==> config.mk <==
export PLATFORM = sky130hd
export DESIGN_NAME = mbe_queue
export DESIGN_NICKNAME = d
export VERILOG_FILES = /design/src/sv/mbe_pkg.sv /design/src/sv/mbe_queue.sv
export SDC_FILE = /design/constraint.sdc
export NUM_CORES = 1
export LEC_CHECK = 0
export ABC_AREA = 1
export BUFFER_PORTS_ARGS = -buffer_cell sky130_fd_sc_hd__buf_2
export CAP_MARGIN = 5
export CORE_MARGIN = 8
export CORE_UTILIZATION = 41
export DETAILED_ROUTE_END_ITERATION = 8
export PLACE_DENSITY_LB_ADDON = 0.05
export SLEW_MARGIN = 0
export SYNTH_ARGS = -nofsm -noshare
export SYNTH_HDL_FRONTEND = slang
export SYNTH_SLANG_ARGS = --single-unit
==> constraint.sdc <==
create_clock -name i_clk -period 3.27 [get_ports i_clk]
set_input_delay 0.327 -clock i_clk [delete_from_list [all_inputs] [get_ports i_clk]]
set_output_delay 0.327 -clock i_clk [all_outputs]
set_load 0.02 [all_outputs]
==> src/sv/mbe_pkg.sv <==
// Shared types and fixed-point constants for the Mandelbrot escape-time unit.
`timescale 1ns / 1ps

package mbe_pkg;

    localparam int COORD_W    = 32;
    localparam int FRAC_BITS  = 28;
    localparam int PROD_W     = 2 * COORD_W;
    localparam int SUM_W      = PROD_W - FRAC_BITS + 2;
    localparam int QUEUE_DEPTH = 2;
    localparam int QUEUE_AW   = $clog2(QUEUE_DEPTH);
    localparam int RESET_LIMIT = 16;

    // |re| or |im| at or above 4.0 escapes at once
    localparam logic signed [SUM_W-1:0] BOUND_POS = SUM_W'(64'sd1 <<< (FRAC_BITS + 2));
    localparam logic signed [SUM_W-1:0] BOUND_NEG = -BOUND_POS;
    // |z|^2 above 8.0 escapes
    localparam logic signed [SUM_W-1:0] ESC_LIMIT = SUM_W'(64'sd8 <<< FRAC_BITS);

    typedef struct packed {
        logic [COORD_W-1:0] c_real;
        logic [COORD_W-1:0] c_imag;
        logic               zero_limit;
    } t_job;

endpackage

==> src/sv/mbe_queue.sv <==
// Two-entry job queue between the input stage and the iteration engine.
`timescale 1ns / 1ps

module mbe_queue import mbe_pkg::*; (
    input  logic i_clk,
    input  logic i_rst_n,
    input  logic i_push,
    input  t_job i_job,
    output logic o_full,
    input  logic i_pop,
    output logic o_valid,
    output t_job o_job
);

    t_job                r_mem [QUEUE_DEPTH];
    logic [QUEUE_AW-1:0] r_wr_ptr;
    logic [QUEUE_AW-1:0] n_wr_ptr;
    logic [QUEUE_AW-1:0] r_rd_ptr;
    logic [QUEUE_AW-1:0] n_rd_ptr;
    logic [QUEUE_AW:0]   r_count;
    logic [QUEUE_AW:0]   n_count;

    assign o_full  = (r_count == (QUEUE_AW + 1)'(QUEUE_DEPTH));
    assign o_valid = (r_count != '0);
    assign o_job   = r_mem[r_rd_ptr];

    always_comb begin
        n_wr_ptr = r_wr_ptr;
        n_rd_ptr = r_rd_ptr;
        n_count  = r_count;
        if (i_push) begin
            n_wr_ptr = (r_wr_ptr == QUEUE_AW'(QUEUE_DEPTH - 1)) ? '0 : r_wr_ptr + 1'b1;
        end
        if (i_pop) begin
            n_rd_ptr = (r_rd_ptr == QUEUE_AW'(QUEUE_DEPTH - 1)) ? '0 : r_rd_ptr + 1'b1;
        end
        if (i_push && !i_pop) begin
            n_count = r_count + 1'b1;
        end else if (i_pop && !i_push) begin
            n_count = r_count - 1'b1;
        end
    end

    always_ff @(posedge i_clk) begin
        if (!i_rst_n) begin
            r_wr_ptr <= '0;
            r_rd_ptr <= '0;
            r_count  <= '0;
        end else begin
            r_wr_ptr <= n_wr_ptr;
            r_rd_ptr <= n_rd_ptr;
            r_count  <= n_count;
        end
    end

    always_ff @(posedge i_clk) begin
        if (i_push) begin
            r_mem[r_wr_ptr] <= i_job;
        end
    end

endmodule

# After elaboration in Yosys (flattened, before gate mapping)
# Memory sizes are Yosys's and may differ from the RTL's. A register that Yosys moved wholly into a read port is not among the register bits.
# Index checks and enable logic that the tools add are counted.
# W data, S select, Z words.
dict set report classes {
  muxes 8
  n_reduce_logical 6
  n_eq_ne 1
  n_addsub 4
}
# op n
set ops {}
lappend ops {{$mux W1} 6}
lappend ops {{$mux W2} 2}
lappend ops {{$reduce_bool A2 Y1} 2}
lappend ops {{$add A1 B1 Y1 const B} 2}
lappend ops {{$add A2 B1 Y2 const B} 1}
lappend ops {{$eq A2 B2 Y1 const B} 1}
lappend ops {{$logic_and A1 B1 Y1} 2}
lappend ops {{$logic_not A1 Y1} 2}
lappend ops {{$sub A2 B1 Y2 const B} 1}
dict set report totals {
  ramBits 130
  output_inout_bits 67
  reg_bits 4
  input_bits 69
  word_cells 23
  mem_count 1
}
# name depth width rd rd_ports_with_merged_regs write_ports line
set mem_list {}
lappend mem_list {r_mem 2 65 1 1 1 mbe_queue.sv:15} ;# t_job r_mem [QUEUE_DEPTH];

# Longest topological paths before layout
# Gate-level depths: netlist of run 1.
dict set report logic_depth {
  word_depth 4
  depth_mapped 8
  mapped_depth_nobuf 8
}

# Worst setup path after synthesis of run 1
# Ideal clock, no wire load.
dict set report synth_timing {
  kind {input port to flip-flop}
  start {input i_push}
  end {memory r_mem[0][0] (netlist bit) (enable)}
  cell_stages 2
  setup_ns 0.490
  t_arrival_ns 3.093
  n_path_buf 0
  required_ns 2.780
  slack_ns -0.313
  cell_sequence {inv_1 -> nor2_1}
}
dict set report synth_between {
  elab_chain_cells 2
}
# element line
set synth_lines {}
lappend synth_lines {{from (decl)} mbe_queue.sv:7} ;# input logic i_push,
lappend synth_lines {{$mux W1} mbe_queue.sv:57} ;# if (i_push) begin
lappend synth_lines {{$mux W1 (implied by the code)} mbe_queue.sv:58} ;# r_mem[r_wr_ptr] <= i_job;
lappend synth_lines {{to (decl)} mbe_queue.sv:15}
# Every way passes these cells.

==> results.cfg, run 1 <==
[final_layout]
area_delta_synth_final_pct = 27.28
final_common_cell = buf_2
fillers = 1058
multi_input_area_sq_um = 1025
fin_nets = 458
final_layout_size_suffix_gt1_share_pct = 57.29
final_cell_mix = buf_2 (135), edfxtp_1 (130), mux2_4 (50)
fin_area_sq_um = 6521
seq_area_sq_um = 4008
antenna_cells = 0

[worst_setup_path]
ff2ff_setup_slack_ns = 1.55
reg2regPathDepth = 3
path_max_fanout = 35
crit_chain = buf_12 -> mux2_2 -> buf_2
rr_endpoint = r_mem[1][49]
critPathArrivalTime_ns = 2.05
crit_type = reg -> out
timing.rr.start = r_wr_ptr
cp.required_ns = 2.94
critPathBufInv = 2
cp_top_family = flip-flops
endpoint_kind = output pin
crit_path_max_incr_delay_ns = 0.76
cp_slowest_cell = dfxtp_4
crit_path_start_kind = flip-flop

[place]
place.gp.congestion = 0.6671
dp_hpwl_mm = 6.341
io_buffer_count = 135
placed_cell_area_sq_um = 6021

[sta]
rsz0062_at_grt = no
finClkSkew_ns = 0.01089
tightest_slew_ns = 0.7508
clock.fmax_mhz = 420.6
fin_tns_setup_ns = 0
fin_crit_sh_pct = 72.70
hold_viol_final = 0
setup_violations = 0
maxSlewHeadroom_pct = 49.87
drv_slew = 0
fin_crit_ns = 2.377

[clocking]
postCtsSetupBuffers = 0
ctsHtreeMaxLevel = 4
clockBufferDepth = 2
insertion_delay_ns = 0.41
cts_made_buffers = 17
root_buffer = clkbuf_16
path_clk_slew_ns = 0.05
cts.hold.buffers_added = 0
cts_sinks = 135
cts_tree = done
cts_resized = 0

[routing]
wl_per_cell_microns = 16.52
vias = 2570
drtIter0Drc = 127
viasPerCell = 4.509
drtPass1Iterations = 4
antenna_left = 0
routed_wl_mm = 9.418
drc = 0

[status]
status = finished clean

[floorplanning]
dieArea_sq_um = 16330
die_h_microns = 127.8
fp-row-count = 41
coreArea_sq_um = 12410
start_util_pct = 41.27
io_pins = 136
die_w_microns = 127.8

[power_and_ir_drop]
p_leak_nw = 2.601
p_total_mw = 4.114
ir_drop_v = 0.0004359
p_per_area_nw_per_um2 = 630.8

[global_routing]
grt_max_degree = 36
grt_pass1_wl_mm = 14.53
track_usage_pct = 12.12
antenna_found_initial = 4
grt.overflow.total = 0
grt_pass1_vias = 2834

[synthesis]
synth-seq-area-share_pct = 78.14
syn_nets = 307
synthCells = 237
postSynthAreaPerCell_sq_um = 21.62
synth.ff_latch_count = 135
ys_top_cells_by_area = edfxtp_1 (76%), mux2_4 (15%), mux2_2 (3.3%)
synth.distinct_cells = 14
synth_top_area_share_pct = 76.19
yosysWarnings = 0
netlist_area_sq_um = 5124
synth_top_cell_by_area = edfxtp_1

[hold_path]
hold_class = in -> reg
min_to = r_mem[1][55]
whs_path_depth = 1
min_from = i_job[55]

[flow_run]
maxCapViolations = 0
==> sequential cells by signal, summed over array words and instances, names as in the netlist, named ones only <==
register  flops
r_count       2
r_mem       130
r_rd_ptr      1
r_wr_ptr      1
==> cells in the mapped netlist <==
library cell    n
nand4_1         1
inv_1           8
o21ai_0         1
nand2_1         9
nand3_1         1
mux2_2         15
buf_6           6
a21oi_1         1
buf_2           1
edfxtp_1      130
mux2_4         50
dfxtp_1         5
ha_1            1
nor2_1          8
==> worst max path at each step <==
stage	slack [ns]	to	depth (start not counted)	startpoint
CTS	0.83	o_job[51]	3	flip-flop
global placement	1.29	o_job[51]	3	flip-flop
detailed placement	1.28	o_job[51]	3	flip-flop
finish	0.89	o_job[51]	3	flip-flop
global route	0.78	o_job[51]	3	flip-flop
floorplan	0.81	r_mem[0][0]	2	i_push
==> routing by layer <==
layer  vias to the layer above  wire, microns  global-route usage, %
met1                      1226           3942                  13.44
met3                        20            856                  6.656
met2                        94           4418                  18.17
li1                       1222              -                      -
met5                         -             38                      0
met4                         8            161                  6.853
==> kinds of logic after synthesis <==
logic type               after synthesis  synth area share (%)
AO/OA/AOI/OAI                          2                0.1952
buffers and inverters                 15                 2.002
flip-flops                           135                 78.14
adder cells (fa/ha/maj)                1                0.2442
AND/OR/NAND/NOR                       19                 1.465
multiplexers                          65                 17.95
==> power breakdown <==
part	internal, mW	leakage [nW]	switching, mW	total (mW)
combinational	0.200	1.09	0.238	0.438
sequential	2.00	1.26	0.0388	2.04
clock	1.01	0.246	0.620	1.63
total	3.22	2.60	0.898	4.11
==> metrics by stage <==
stage	worst slack (ns)	hold slack [ns]	util [%]	instances
final	0.8926	0.1038	52.53	570
after detailed placement	1.276	0.4863	48.50	541
after global placement	1.291	0.4786	48.50	541
after global routing	0.7838	0.08663	52.53	570
after floorplan	0.8121	0.4259	-	237
after CTS	0.8261	0.08399	52.53	570
==> final cells by class <==
cell class | count | share of cell area (%)
sequential | 135 | 61.45
multi-input combinational | 87 | 15.71
timing repair buffer | 139 | 11.40
clock buffer | 21 | 6.754
tap | 172 | 3.300
clock inverter | 8 | 0.9210
inverter | 8 | 0.4605
Power figures use the tool's default switching activity.
==> run 2: changes to the inputs <==
clock period = 2.3 ns   (was 3.27 ns; I/O delays follow)
==> run 2 against run 1 <==
Total power rose by 41%; sequential power rose by 42%; clock power rose by 36%; highest routed layer is now met4.
==> results.cfg, run 2 (synthesis gave the netlist of run 1 again) <==
[worst_setup_path]
ff2ff_setup_slack_ns = 0.89
critPathBufInv = 2
cp.depth = 3
crit_chain = buf_12 -> mux2_4 -> buf_2
worstSetupEndpoint = o_job[6]
cp_top_family = flip-flops
crit_type = reg -> out
path_max_fanout = 26
cp.required_ns = 2.07
timing.rr.start = r_wr_ptr
critPathArrivalTime_ns = 1.82
crit_path_start_kind = flip-flop
crit_path_max_incr_delay_ns = 0.65
endpoint_kind = output pin
reg2regPathDepth = 3
rr_endpoint = r_mem[1][5]
cp_slowest_cell = dfxtp_4

[floorplanning]
dieArea_sq_um = 16330
die_h_microns = 127.8
start_util_pct = 41.27
io_pins = 136
coreArea_sq_um = 12410
fp-row-count = 41
die_w_microns = 127.8

[final_layout]
largest-register = r_mem
multi_input_area_sq_um = 1025
fin_nets = 503
largest_reg_flops = 130
final_cell_mix = buf_2 (135), edfxtp_1 (130), mux2_4 (50)
final_common_cell = buf_2
seq_area_sq_um = 4008
antenna_cells = 0
fillers = 1039
final_layout_size_suffix_gt1_share_pct = 51.46
area_delta_synth_final_pct = 35.36
reg_top3 = r_mem: 130 flops, r_count: 2 flops

[clocking]
ctsHtreeMaxLevel = 4
cts_tree = done
clockBufferDepth = 2
postCtsSetupBuffers = 0
cts_sinks = 135
cts_made_buffers = 17
root_buffer = clkbuf_16
insertion_delay_ns = 0.41
path_clk_slew_ns = 0.05

[place]
io_buffer_count = 135
dp_hpwl_mm = 6.559
place.gp.congestion = 0.7109
pre_cts_ws_ns = 0.6306

[global_routing]
grt_max_degree = 45
met1_usage_pct = 13.08
top_usage_layer = met2
grt_pass1_vias = 3109
grt.met3_usage_pct = 5.532
antenna_found_initial = 0
track_usage_pct = 12.78
grt_pass1_wl_mm = 15.50
grt.overflow.total = 0
globalRouteMet2Util_pct = 21.84

[sta]
drv_slew = 0
fin_crit_ns = 2.052
finClkSkew_ns = 0.003455
fin_tns_setup_ns = 0
maxSlewHeadroom_pct = 58.96
tightest_slew_ns = 0.6156
rsz0062_at_grt = no
worst_slack_ns = 0.2476
whs_ns = 0.01547
fin_crit_sh_pct = 89.23
setup_violations = 0
hold_viol_final = 0
clock.fmax_mhz = 487.2

[status]
status = finished clean

[power_and_ir_drop]
p_sw_share_pct = 22.23
ir_drop_v = 0.0005077
net-switching-power_mw = 1.292
p_total_mw = 5.812
seqPwrFrac_pct = 49.8
power_frac_comb_pct = 11.9
clkPwrFrac_pct = 38.2
p_per_area_nw_per_um2 = 838.0
p_leak_nw = 2.777
intPower_mw = 4.520

[hold_path]
hold_class = in -> reg

[routing]
viasPerCell = 4.408
drtPass1Iterations = 6
routed_wl_mm = 10.06
wl_per_cell_microns = 16.30
drtIter0Drc = 153
antenna_left = 0
vias = 2720
drc = 0

[flow_run]
maxCapViolations = 0
[run 2: final cells by class]
class	instances	share of cell area [%]
Sequential cell	135	57.78
Multi-Input combinational cell	87	14.78
Clock buffer	23	6.459
Timing Repair Buffer	184	16.96
Inverter	8	0.4330
Tap cell	172	3.103
Clock inverter	8	0.4871
[run 2: worst reg2reg max path: stages (launching register included)]
cell	delay, ns
dfxtp_1	0.38
nand2_1	0.10
inv_2	0.06
buf_4	0.48
[run 2: per-stage QoR]
| stage | area (sq um) | util [%] | cells |
|---|---|---|---|
| after floorplan | 5131 | - | 237 |
| after global placement | 6023 | 48.52 | 543 |
| after CTS | 6925 | 55.79 | 616 |
| after global routing | 6935 | 55.87 | 617 |
| after detailed placement | 6023 | 48.52 | 543 |
| final | 6935 | 55.87 | 617 |
[run 2: worst min-delay path by stage]
stage | from | to | slack, ns | depth (start not counted)
2_1_floorplan | i_job[0] | r_mem[0][0] | 0.33 | 0
3_3_place_gp | i_job[64] | r_mem[0][64] | 0.42 | 1
3_5_place_dp | i_job[46] | r_mem[1][46] | 0.42 | 1
4_1_cts | i_job[48] | r_mem[0][48] | 0.0001 | 1
5_1_grt | i_job[1] | r_mem[0][1] | 0.003 | 1
6_report | i_job[12] | r_mem[1][12] | 0.02 | 1
[run 2: repair_timing]
| action | in CTS | in global routing |
|---|---|---|
| setup endpoints to repair | 0 | 0 |
| resized for setup | 0 | 0 |
| endpoints found under the hold margin | 83 | 2 |
| hold buffers | 42 | 1 |
[run 2: power groups by stage]
stage          clock [mW]  combinational, mW  sequential (mW)
2_1_floorplan           0              0.433             2.92
3_3_place_gp            0              0.642             2.94
3_5_place_dp            0              0.648             2.95
4_1_cts              2.29              0.707             2.90
5_1_grt              2.37              0.747             2.91
6_report             2.22              0.693             2.90
[run 2: metal layers]
| metal | share of wire (%) | wire length [microns] |
|---|---|---|
| met1 | 41 | 4085 |
| met5 | 0 | 0 |
| met4 | 1.9 | 190 |
| met2 | 50 | 5049 |
| met3 | 7.3 | 731 |
