$ cat config.mk
export PLATFORM = sky130hd
export DESIGN_NAME = mbe_front
export DESIGN_NICKNAME = d
export VERILOG_FILES = /design/src/sv/mbe_pkg.sv /design/src/sv/mbe_front.sv
export SDC_FILE = /design/constraint.sdc
export NUM_CORES = 1
export LEC_CHECK = 0
export BUFFER_PORTS_ARGS = -buffer_cell sky130_fd_sc_hd__buf_2
export CAP_MARGIN = 20
export CELL_PAD_IN_SITES_DETAIL_PLACEMENT = 0
export CELL_PAD_IN_SITES_GLOBAL_PLACEMENT = 1
export CORE_MARGIN = 5
export CORE_UTILIZATION = 33
export CTS_CLUSTER_SIZE = 24
export DETAILED_ROUTE_END_ITERATION = 10
export PLACE_DENSITY = 0.82
export SLEW_MARGIN = 30
export SYNTH_ARGS = -nofsm -noshare
export SYNTH_HDL_FRONTEND = slang
export SYNTH_SLANG_ARGS = --single-unit
$ cat constraint.sdc
create_clock -name i_clk -period 12.1 [get_ports i_clk]
set_clock_uncertainty 0.2 [all_clocks]
set_input_delay 2.42 -clock i_clk [delete_from_list [all_inputs] [get_ports i_clk]]
set_output_delay 2.42 -clock i_clk [all_outputs]
set_load 0.03 [all_outputs]
$ cat src/sv/mbe_pkg.sv
// Shared types and fixed-point constants for the Mandelbrot escape-time unit.
`timescale 1ns / 1ps

package mbe_pkg;

    localparam int COORD_W    = 32;
    localparam int FRAC_BITS  = 28;
    localparam int PROD_W     = 2 * COORD_W;
    localparam int SUM_W      = PROD_W - FRAC_BITS + 2;
    localparam int QUEUE_DEPTH = 2;
    localparam int QUEUE_AW   = $clog2(QUEUE_DEPTH);
    localparam int RESET_LIMIT = 16;

    // |re| or |im| at or above 4.0 escapes at once
    localparam logic signed [SUM_W-1:0] BOUND_POS = SUM_W'(64'sd1 <<< (FRAC_BITS + 2));
    localparam logic signed [SUM_W-1:0] BOUND_NEG = -BOUND_POS;
    // |z|^2 above 8.0 escapes
    localparam logic signed [SUM_W-1:0] ESC_LIMIT = SUM_W'(64'sd8 <<< FRAC_BITS);

    typedef struct packed {
        logic [COORD_W-1:0] c_real;
        logic [COORD_W-1:0] c_imag;
        logic               zero_limit;
    } t_job;

endpackage

$ cat src/sv/mbe_front.sv
// Input stage: takes points, tags zero-limit jobs, hands them to the queue.
`timescale 1ns / 1ps

module mbe_front import mbe_pkg::*; #(
    parameter int COUNT_WIDTH = 12
) (
    input  logic                   i_clk,
    input  logic                   i_rst_n,
    input  logic                   i_in_valid,
    output logic                   o_in_stall,
    input  logic [COORD_W-1:0]     i_c_real,
    input  logic [COORD_W-1:0]     i_c_imag,
    input  logic [COUNT_WIDTH-1:0] i_limit,
    output logic                   o_push,
    output t_job                   o_job,
    input  logic                   i_queue_full
);

    logic r_valid;
    logic n_valid;
    t_job r_job;
    t_job n_job;
    logic w_accept;

    assign o_in_stall = r_valid && i_queue_full;
    assign w_accept   = i_in_valid && !o_in_stall;
    assign o_push     = r_valid && !i_queue_full;
    assign o_job      = r_job;

    always_comb begin
        n_valid = (r_valid && i_queue_full) || w_accept;
        n_job   = r_job;
        if (w_accept) begin
            n_job.c_real     = i_c_real;
            n_job.c_imag     = i_c_imag;
            n_job.zero_limit = (i_limit == '0);
        end
    end

    always_ff @(posedge i_clk) begin
        if (!i_rst_n) begin
            r_valid <= 1'b0;
        end else begin
            r_valid <= n_valid;
        end
    end

    always_ff @(posedge i_clk) begin
        r_job <= n_job;
    end

endmodule

After elaboration in Yosys (flattened, before gate mapping):

Index checks and enable logic that the tools add are counted.

* input bits: 80
* bits in registers: 66
* output and inout bits: 67
* word-level logic and storage cells: 11

* reductions and logical operators: 7

Operators by type and width (number)
* 12-bit logical NOT: 1
* 1-bit logical AND: 3
* 1-bit logical NOT: 2
* 1-bit logical OR: 1

Depth between registers and ports, before layout:

Gate-level depths: netlist of run 1.

* depth in word-level cells: 4
* mapped depth: 2

Worst setup path after synthesis of run 1:

OpenSTA, ideal clock, no wires.

* kind: in2reg
* from: input port i_queue_full
* to: register r_job, in the netlist o_job[0] (enable)
* setup slack: 5.797 ns
* stages on the path: 2
* data arrival time: 5.608 ns
* setup time: 0.495 ns
* buffers on the path: 0
* path through: and2_1 nor2b_1

* longest elaborated chain between the ends: 3

RTL lines
* start: declaration: RTL line mbe_front.sv:16 `input logic i_queue_full`
* 1-bit logical AND: RTL line mbe_front.sv:25 `assign o_in_stall = r_valid && i_queue_full;`
* 1-bit logical NOT: RTL line mbe_front.sv:26 `assign w_accept = i_in_valid && !o_in_stall;`
* 1-bit logical AND: RTL line mbe_front.sv:26
* via w_accept: RTL line mbe_front.sv:23 `logic w_accept;`
* end signal: assignment: RTL line mbe_front.sv:49 `r_job <= n_job;`
* end: declaration: RTL line mbe_front.sv:21 `t_job r_job;`

The timed path passes the listed nets, and every way through them passes these cells.
A chain may end at the register's enable or synchronous reset.

Worst setup path in the final report of run 1:

* from: input port i_queue_full
* to: output port o_in_stall

* longest elaborated chain between the ends: 1

RTL lines
* 1-bit logical AND: RTL line mbe_front.sv:25
* end: declaration: RTL line mbe_front.sv:10 `output logic o_in_stall,`

Every way passes these cells.

==> flow_summary.toml, run 1 <==
[clock_tree]
clock_tree.buffer_depth = 2
clk_pin_slew_worst_paths_ns = 0.06
cts_hold_repair.buffers = 0
number_of_buffers_inserted_to_repair_setup_after_cts = 0
tritoncts = "done"
total_clock_buffers_created_by_cts = 9
post_cts_resize_count = 0
cts-root-buf = "clkbuf_8"
cts-htree-levels = 3
clock-sinks = 66
clk-insertion-delay-late_ns = 0.33

[synth]
async_reset_ff_frac = 0
ys_seq_elements = 66
yosysUniqueCellTypes = 7
yosysMostFrequentCell = "edfxtp_1"
yosysTopAreaCell = "edfxtp_1"
yosysTopAreaCellShare = 0.965
seq_area_frac_synth = 0.975
mappedNetlistNets = 154
post_synth_edffs = 65
avgSynthCellArea_um2 = 27.3
top_post_synthesis_cells_by_area = "edfxtp_1 (96%), dfxtp_1 (0.99%), nor4_1 (0.93%), nor2b_1 (0.62%), o21a_1 (0.37%)"
ys.flop_type = "edfxtp_1"
syn_area_um2 = 2020
ys_warn_count = 0
cell_count_after_synthesis = 74
ys_top_cells_by_count = "edfxtp_1 (65), nor4_1 (3), nor2b_1 (2)"

[worst_setup_path]
critical_path_class = "input port to output pin"
timing.reg2reg.worst_path_depth = 3
cp.depth = 3
slowest_stage = "buf_2"
number_of_buffer_and_inverter_instances_along_the_worst_setup_path = 2
crit_family = "buffers and inverters"
critPathLaunchType = "input port"
cell_mode_on_critical_path = "buf_2"
crit_chain = "buf_2, and2_1, buf_2"
timing.critical_path.required_ns = 9.48
setup.reg_to_reg.worst_slack_ns = 10.17
critical_path.max_fanout = 3
reg2reg_to = "o_job[53]"
setup.worst_path.end_class = "output pin"
worst_r2r_startpoint = "r_valid"
slowest_delay_ns = 0.23
arrival_time_of_data_at_the_critical_path_endpoint_ns = 2.93

[place]
gp_routability_congestion = 0.670
portBuffers = 146

[grt]
groute.layer.met3.usage = 0.0708
grt_busiest_layer = "met2"
grtUsageMet1 = 0.147
global_route.usage.total = 0.125
antenna_found_initial = 0
grt_first_pass_wirelength_um = 6910
global_route.overflow_total = 0
grt_start_max_net_pins = 60
grt_use_met2 = 0.182
grt_pass1_vias = 1397

[drt]
vias = 1295
detail_route.first_pass.iterations = 2
drcViolationCount = 0
drtAntennaViolNets = 0
first_iter_violations = 23
route.detailed.wl_per_inst_um = 15.2
route.final.wire_length_um = 4750
post_drt_via_cell_ratio = 4.15

[worst_hold_path]
min-delay-path-class = "register to register"
hold_path_startpoint = "r_valid"
worstHoldPathCells = 2
worst_hold_path.endpoint = "r_valid"

[final_layout]
final_layout_size_suffix_gt1_frac = 0.671
n_antenna_cell = 0
area_growth_pct = 50.3
finalCoreUtilization = 0.511
fillCellCount = 546
num-nets-final = 312

[pwr]
combinationalPowerShare = 0.117
p_sw_frac = 0.237
clockPowerShare = 0.339
switching_power_mw = 0.118
portion_of_total_power_attributed_to_sequential_cells = 0.544
cellInternalPower_mw = 0.379
power_density_nw_per_um2 = 163
leakage_nw = 1.33
worst_ir_drop_vdd_mv = 0.0613

[floorplan]
floorplan.io_pins = 147
die_height_um = 88.3
coreArea_um2 = 5960
die_w_um = 88.3
initial_utilization = 0.340
die-area_um2 = 7800
placement_rows = 28

[timing]
setup_total_negative_slack_ns = 0
finalSetupViolCount = 0
rsz_0062_raised_after_global_routing = "no"
post-route-period-util = 0.459
timing.max_slew.rel_slack = 0.515
min_period_ns = 5.55
worst_pin_slew_ns = 0.727
achievable-frequency_mhz = 180
slew_violations = 0
final_hold_viol_count = 0

[flow_run]
maxCapViolCount = 0

[outcome]
run_status = "finished clean"
## area by class of cell
| class | count | area, um^2 | area share |
|---|---|---|---|
| clock inverters | 4 | 42.5 | 0.0140 |
| repair buffers | 147 | 738 | 0.243 |
| well taps | 75 | 93.8 | 0.0309 |
| clock buffers | 12 | 135 | 0.0444 |
| flip-flops and latches | 66 | 1970 | 0.649 |
| multi-input cells | 8 | 58.8 | 0.0193 |
## kinds of logic (layout without fill, tap and decap cells)
family | after synthesis | count (layout) | synth area share
buf+inv | 0 | 163 | 0
flops | 66 | 66 | 0.975
simple gates | 7 | 7 | 0.0216
compound gates | 1 | 1 | 0.00371
## power groups by stage
stage,Clock [mW],Sequential [mW],Combinational (mW)
6_report,0.168,0.270,0.0583
5_1_grt,0.188,0.271,0.0620
4_1_cts,0.175,0.270,0.0593
3_5_place_dp,0,0.275,0.0593
3_3_place_gp,0,0.275,0.0583
2_1_floorplan,0,0.303,0.00521
## flip-flops by register name, indices dropped and copies added, names as in the netlist
signal   flops
o_job       65
r_valid      1
## per-layer routing
| metal | wire length [um] | vias to the layer above |
|---|---|---|
| met5 | 0 | - |
| met4 | 109 | 0 |
| met3 | 684 | 11 |
| met2 | 2150 | 96 |
| met1 | 1800 | 572 |
| li1 | - | 616 |
## cell usage in the layout (no fill, tap or decap)
| cell type | n |
|---|---|
| clkbuf_1 | 3 |
| nor2b_4 | 1 |
| clkinv_2 | 1 |
| and3_1 | 1 |
| o21a_1 | 1 |
| clkbuf_8 | 9 |
| edfxtp_1 | 65 |
| nor4_1 | 3 |
| buf_4 | 1 |
| dfxtp_1 | 1 |
| nor2b_1 | 1 |
| clkinv_1 | 2 |
| buf_2 | 146 |
| bufinv_16 | 1 |
| and2_1 | 1 |
## worst register-to-register path, stage by stage, from the launching register on
cell,delay [ns]
dfxtp_1,0.31
and2_1,0.18
nor2b_4,0.22
buf_4,0.63
## through the flow
stage                     area [um^2]  power, mW  setup slack, ns  hold slack (ns)  std cells
after floorplan                  2020      0.308             5.80            0.579         74
after global placement           2860      0.333             6.56            0.439        296
after detailed placement         2860      0.334             6.55            0.473        296
after CTS                        3040      0.504             6.55            0.492        312
after global routing             3040      0.521             6.52            0.553        312
final                            3040      0.497             6.55            0.484        312
## how the worst max path moves through the flow
stage | slack [ns] | startpoint | to
after detailed placement | 6.55 | i_queue_full | o_in_stall
after floorplan | 5.80 | i_queue_full | o_job[0]
after global placement | 6.56 | i_queue_full | o_in_stall
after global routing | 6.52 | i_queue_full | o_in_stall
after CTS | 6.55 | i_queue_full | o_in_stall
final | 6.55 | i_queue_full | o_in_stall
(Power assumes the default switching activity.)
==> inputs of run 2 (changes only) <==
--- a/config.mk
+++ b/config.mk
@@ -10,10 +10,10 @@
 export CELL_PAD_IN_SITES_DETAIL_PLACEMENT = 0
 export CELL_PAD_IN_SITES_GLOBAL_PLACEMENT = 1
 export CORE_MARGIN = 5
-export CORE_UTILIZATION = 33
+export CORE_UTILIZATION = 28
 export CTS_CLUSTER_SIZE = 24
 export DETAILED_ROUTE_END_ITERATION = 10
-export PLACE_DENSITY = 0.82
+export PLACE_DENSITY = 0.74
 export SLEW_MARGIN = 30
 export SYNTH_ARGS = -nofsm -noshare
 export SYNTH_HDL_FRONTEND = slang
==> constraint.sdc (replaced) <==
create_clock -name i_clk -period 5 [get_ports i_clk]
set_clock_uncertainty 0.2 [all_clocks]
set_input_delay 1 -clock i_clk [delete_from_list [all_inputs] [get_ports i_clk]]
set_output_delay 1 -clock i_clk [all_outputs]
set_load 0.03 [all_outputs]
==> run 2 against run 1 <==
  * Total power increased to 2.6 times the previous value
  * Clock power rose to 2.9 times the previous value
  * Final cell count is 8.3% higher
  * Highest routed layer is now met5
  * Design area up 2.5%
  * Wire length up 2.0%
  * Sequential share of layout area decreased by 1.6 points
  * Global-route usage is 2.0 points lower
  * Worst hold slack better by 0.0032 ns
==> flow_summary.toml, run 2 (synthesized netlist as in run 1, its figures left out) <==
[clock_tree]
cts-root-buf = "clkbuf_8"
cts_hold_repair.buffers = 0
post_cts_resize_count = 0
total_clock_buffers_created_by_cts = 9
cts-htree-levels = 3
tritoncts = "done"
clock-sinks = 66
number_of_buffers_inserted_to_repair_setup_after_cts = 0
clock_tree.buffer_depth = 2
clk-insertion-delay-late_ns = 0.32
clk_pin_slew_worst_paths_ns = 0.07

[timing]
min_period_ns = 2.77
final_hold_viol_count = 0
slew_violations = 0
setup_total_negative_slack_ns = 0
achievable-frequency_mhz = 361
finalSetupViolCount = 0
worst_pin_slew_ns = 0.915
timing.max_slew.rel_slack = 0.389
rsz_0062_raised_after_global_routing = "no"
layout_setup_ws_ns = 2.23
post-route-period-util = 0.554

[worst_hold_path]
worstHoldPathCells = 2
min-delay-path-class = "register to register"
hold_path_startpoint = "r_valid"

[drt]
drtAntennaViolNets = 0
route.detailed.wl_per_inst_um = 14.3
route.final.wire_length_um = 4850
drcViolationCount = 0
detail_route.first_pass.iterations = 3
first_iter_violations = 32
vias = 1338
post_drt_via_cell_ratio = 3.96

[worst_setup_path]
critPathLaunchType = "input port"
slowest_stage = "nor2b_4"
crit_chain = "buf_2, and2_1, nor2b_4, buf_4"
cp.depth = 4
critical_path_class = "input port to register"
number_of_buffer_and_inverter_instances_along_the_worst_setup_path = 2
setup.reg_to_reg.worst_slack_ns = 2.72
crit_family = "simple AND/OR/NAND/NOR gates"
timing.critical_path.required_ns = 4.78
worst_r2r_startpoint = "r_valid"
timing.reg2reg.worst_path_depth = 3
slowest_delay_ns = 0.73
critical_path.max_fanout = 34
arrival_time_of_data_at_the_critical_path_endpoint_ns = 2.55
critPathLaunch = "i_queue_full"
setup.worst_path.end_class = "register"

[floorplan]
floorplan.io_pins = 147
initial_utilization = 0.283
coreArea_um2 = 7140
die_height_um = 95.0
placement_rows = 31
die-area_um2 = 9030
die_w_um = 95.0

[pwr]
worst_ir_drop_vdd_mv = 0.177
power_density_nw_per_um2 = 408
power.total_mw = 1.27
leakage_nw = 1.34

[final_layout]
num-nets-final = 312
mostFrequentLayoutCell = "buf_2"
multiInputGateArea_um2 = 58.8
most-common-layout-cells = "buf_2 (146), edfxtp_1 (65), clkbuf_8 (9)"
sequential_cell_area_um2 = 1970
final_layout_size_suffix_gt1_frac = 0.688
fillCellCount = 702
area_growth_pct = 54.1
design_area_um2 = 3120
flip_flop_count_of_the_largest_register_after_layout = 65

[outcome]
run_status = "finished clean"

[grt]
grt_pass1_vias = 1424
global_route.overflow_total = 0
grt_first_pass_wirelength_um = 6760
grt_start_max_net_pins = 35
global_route.usage.total = 0.106
antenna_found_initial = 4

[place]
pre_cts_slack_ns = 1.85
placed_cell_areas_um2 = 2890
portBuffers = 146
gp_routability_congestion = 0.678

[flow_run]
maxCapViolCount = 0
run 2: cell types whose count changed in the layout (fill, tap and decap cells not counted), sizes merged:
cell      before  now
clkinv         3    1
clkinvlp       0    3
clkbuf        12   10
bufinv         1    2
diode          0    2
run 2: metrics by stage:
stage,utilization,std cells,hold WS (ns)
after CTS,0.436,336,0.494
after detailed placement,0.405,320,0.473
after floorplan,-,74,0.579
final,0.437,338,0.487
after global placement,0.405,320,0.437
after global routing,0.436,337,0.539
run 2: metal layers:
| layer | GRT usage | part of all wire |
|---|---|---|
| met1 | 0.106 | 0.34 |
| met2 | 0.159 | 0.47 |
| met3 | 0.0781 | 0.18 |
| met4 | 0.0577 | 0.0083 |
| met5 | 0 | 0.0085 |
run 2: worst paths after layout:
path / to
hold / removal: r_valid
setup reg to reg: o_job[49]
setup / recovery: o_job[49]
hold reg to reg: r_valid
run 2: worst register-to-register path, delay by kind of cell (launching register included):
kind | cells | cell delay (ns)
flip-flops | 1 | 0.31
buffers and inverters | 1 | 0.51
AND/OR/NAND/NOR | 2 | 0.91
run 2: power breakdown:
group,internal [mW],leakage (nW),total (mW),switching (mW)
logic,0.0438,0.605,0.140,0.0967
clock network,0.282,0.0987,0.479,0.197
registers,0.646,0.637,0.653,0.00674
total,0.971,1.34,1.27,0.301
run 2: cell type report:
type / instances / share of cell area
multi-input cells: 8 / 0.0189
repair buffers: 147 / 0.237
clock buffers: 10 / 0.0409
flip-flops and latches: 66 / 0.633
diodes: 2 / 0.00161
well taps: 99 / 0.0397
clock inverters: 6 / 0.0293
==> inputs of run 3 (changes only) <==
==> constraint.sdc (replaced) <==
create_clock -name i_clk -period 2.3 [get_ports i_clk]
set_clock_uncertainty 0.2 [all_clocks]
set_input_delay 0.46 -clock i_clk [delete_from_list [all_inputs] [get_ports i_clk]]
set_output_delay 0.46 -clock i_clk [all_outputs]
set_load 0.03 [all_outputs]
==> run 3 against run 2 <==
  * Clock-buffer cell count up 2
  * Global-route usage up 0.12 points
  * Sequential share of layout area up 1.1 points
  * Sequential power up 120%
  * Worst setup slack worse by 1.6 ns
  * Register-to-register slack worse by 1.9 ns
  * Critical endpoint is now o_in_stall
  * Largest power group unchanged
==> flow_summary.toml, run 3 (synthesized netlist as in run 1, its figures left out) <==
[pwr]
worst_ir_drop_vdd_mv = 0.329
clockPowerShare = 0.310
power_density_nw_per_um2 = 818
switching_power_mw = 0.619
leakage_nw = 1.33
p_sw_frac = 0.247
cellInternalPower_mw = 1.89
portion_of_total_power_attributed_to_sequential_cells = 0.567
combinationalPowerShare = 0.123

[worst_setup_path]
setup.reg_to_reg.worst_slack_ns = 0.84
crit_chain = "and2_4, buf_2"
critical_path.max_fanout = 3
timing.critical_path.required_ns = 1.64
worst_r2r_startpoint = "r_valid"
arrival_time_of_data_at_the_critical_path_endpoint_ns = 1.01
worst_setup_path_endpoint = "o_in_stall"
critPathLaunch = "r_valid"
slowest_delay_ns = 0.33
reg2reg_to = "o_job[15]"
critical_path_class = "register to output pin"
cp.depth = 2
critPathLaunchType = "register"
timing.reg2reg.worst_path_depth = 3
crit_family = "flip-flops"
number_of_buffer_and_inverter_instances_along_the_worst_setup_path = 1
setup.worst_path.end_class = "output pin"
slowest_stage = "dfxtp_1"

[drt]
route.final.wire_length_um = 4740
detail_route.first_pass.iterations = 4
vias = 1310
route.detailed.wl_per_inst_um = 14.1
first_iter_violations = 37
post_drt_via_cell_ratio = 3.90
drtAntennaViolNets = 0
drcViolationCount = 0

[final_layout]
n_antenna_cell = 0
area_growth_pct = 51.3
num-nets-final = 312
most-common-layout-cells = "buf_2 (146), edfxtp_1 (65), clkbuf_8 (9)"
mostFrequentLayoutCell = "buf_2"
flip_flop_count_of_the_largest_register_after_layout = 65
final_layout_size_suffix_gt1_frac = 0.679
finalCoreUtilization = 0.429

[place]
gp_routability_congestion = 0.634
pre_cts_slack_ns = 0.552
portBuffers = 146

[timing]
min_period_ns = 1.67
timing.max_slew.rel_slack = 0.769
slew_violations = 0
rsz_0062_raised_after_global_routing = "no"
achievable-frequency_mhz = 599
finalSetupViolCount = 0
post-route-period-util = 0.726
setup_total_negative_slack_ns = 0
layout_setup_ws_ns = 0.631
final_hold_viol_count = 0
worst_pin_slew_ns = 0.347

[floorplan]
coreArea_um2 = 7140
floorplan.io_pins = 147
die_w_um = 95.0
die-area_um2 = 9030
placement_rows = 31
initial_utilization = 0.283
die_height_um = 95.0

[clock_tree]
total_clock_buffers_created_by_cts = 9
clock_tree.buffer_depth = 2
cts-htree-levels = 3
clock-sinks = 66
tritoncts = "done"
clk-insertion-delay-late_ns = 0.32
cts_hold_repair.buffers = 0
number_of_buffers_inserted_to_repair_setup_after_cts = 0
cts-root-buf = "clkbuf_8"
clk_pin_slew_worst_paths_ns = 0.07
post_cts_resize_count = 0

[outcome]
run_status = "finished clean"

[grt]
grt_start_max_net_pins = 66
antenna_found_initial = 0
global_route.usage.total = 0.107
grt_pass1_vias = 1398
global_route.overflow_total = 0
grt_first_pass_wirelength_um = 6900

[worst_hold_path]
min-delay-path-class = "input port to register"

[flow_run]
maxCapViolCount = 0
run 3: cell types whose count changed in the layout (fill, tap and decap cells not counted):
cell        change
buf_4           -1
diode_2         -2
bufinv_16       -2
clkinv_4        -1
clkinvlp_4      -3
and2_1          -1
buf_12          +1
clkbuf_1        +2
clkinv_2        +3
clkinv_1        +1
and2_4          +1
run 3: through the flow:
step	cells	instance area, um^2	hold slack [ns]	power, mW
6_report	336	3060	0.102	2.51
5_1_grt	336	3060	0.0714	2.63
4_1_cts	336	3060	0.0748	2.56
3_5_place_dp	320	2910	0.409	1.76
3_3_place_gp	320	2910	0.385	1.75
2_1_floorplan	74	2030	0.359	1.62
run 3: worst min path at each step:
stage                             from   endpoint  slack (ns)  cells past startpoint
final                     i_c_imag[11]  o_job[12]        0.10                      1
after global routing      i_c_real[19]  o_job[52]        0.07                      1
after CTS                  i_c_real[2]  o_job[35]        0.07                      1
after detailed placement       r_valid    r_valid        0.41                      2
after global placement         r_valid    r_valid        0.38                      2
after floorplan            i_c_imag[9]  o_job[10]        0.36                      0
run 3: cell type report:
cell class | instances | area, um^2
repair buffers | 147 | 751
flip-flops and latches | 66 | 1970
well taps | 99 | 124
fillers | 691 | 4080
clock inverters | 4 | 18.8
clock buffers | 12 | 135
multi-input cells | 8 | 61.3
run 3: metal layers:
layer  global-route usage  up-vias  wire, um
met1                0.120      592      1830
met3               0.0510        8       602
met2                0.162       93      2220
met5                    0        -         0
met4               0.0685        0        91
li1                     -      617         -
run 3: power by group through the flow:
stage	clock network, mW	registers, mW	logic, mW
2_1_floorplan	0	1.59	0.0298
3_3_place_gp	0	1.44	0.311
3_5_place_dp	0	1.45	0.315
4_1_cts	0.821	1.42	0.315
5_1_grt	0.874	1.43	0.328
6_report	0.777	1.42	0.309
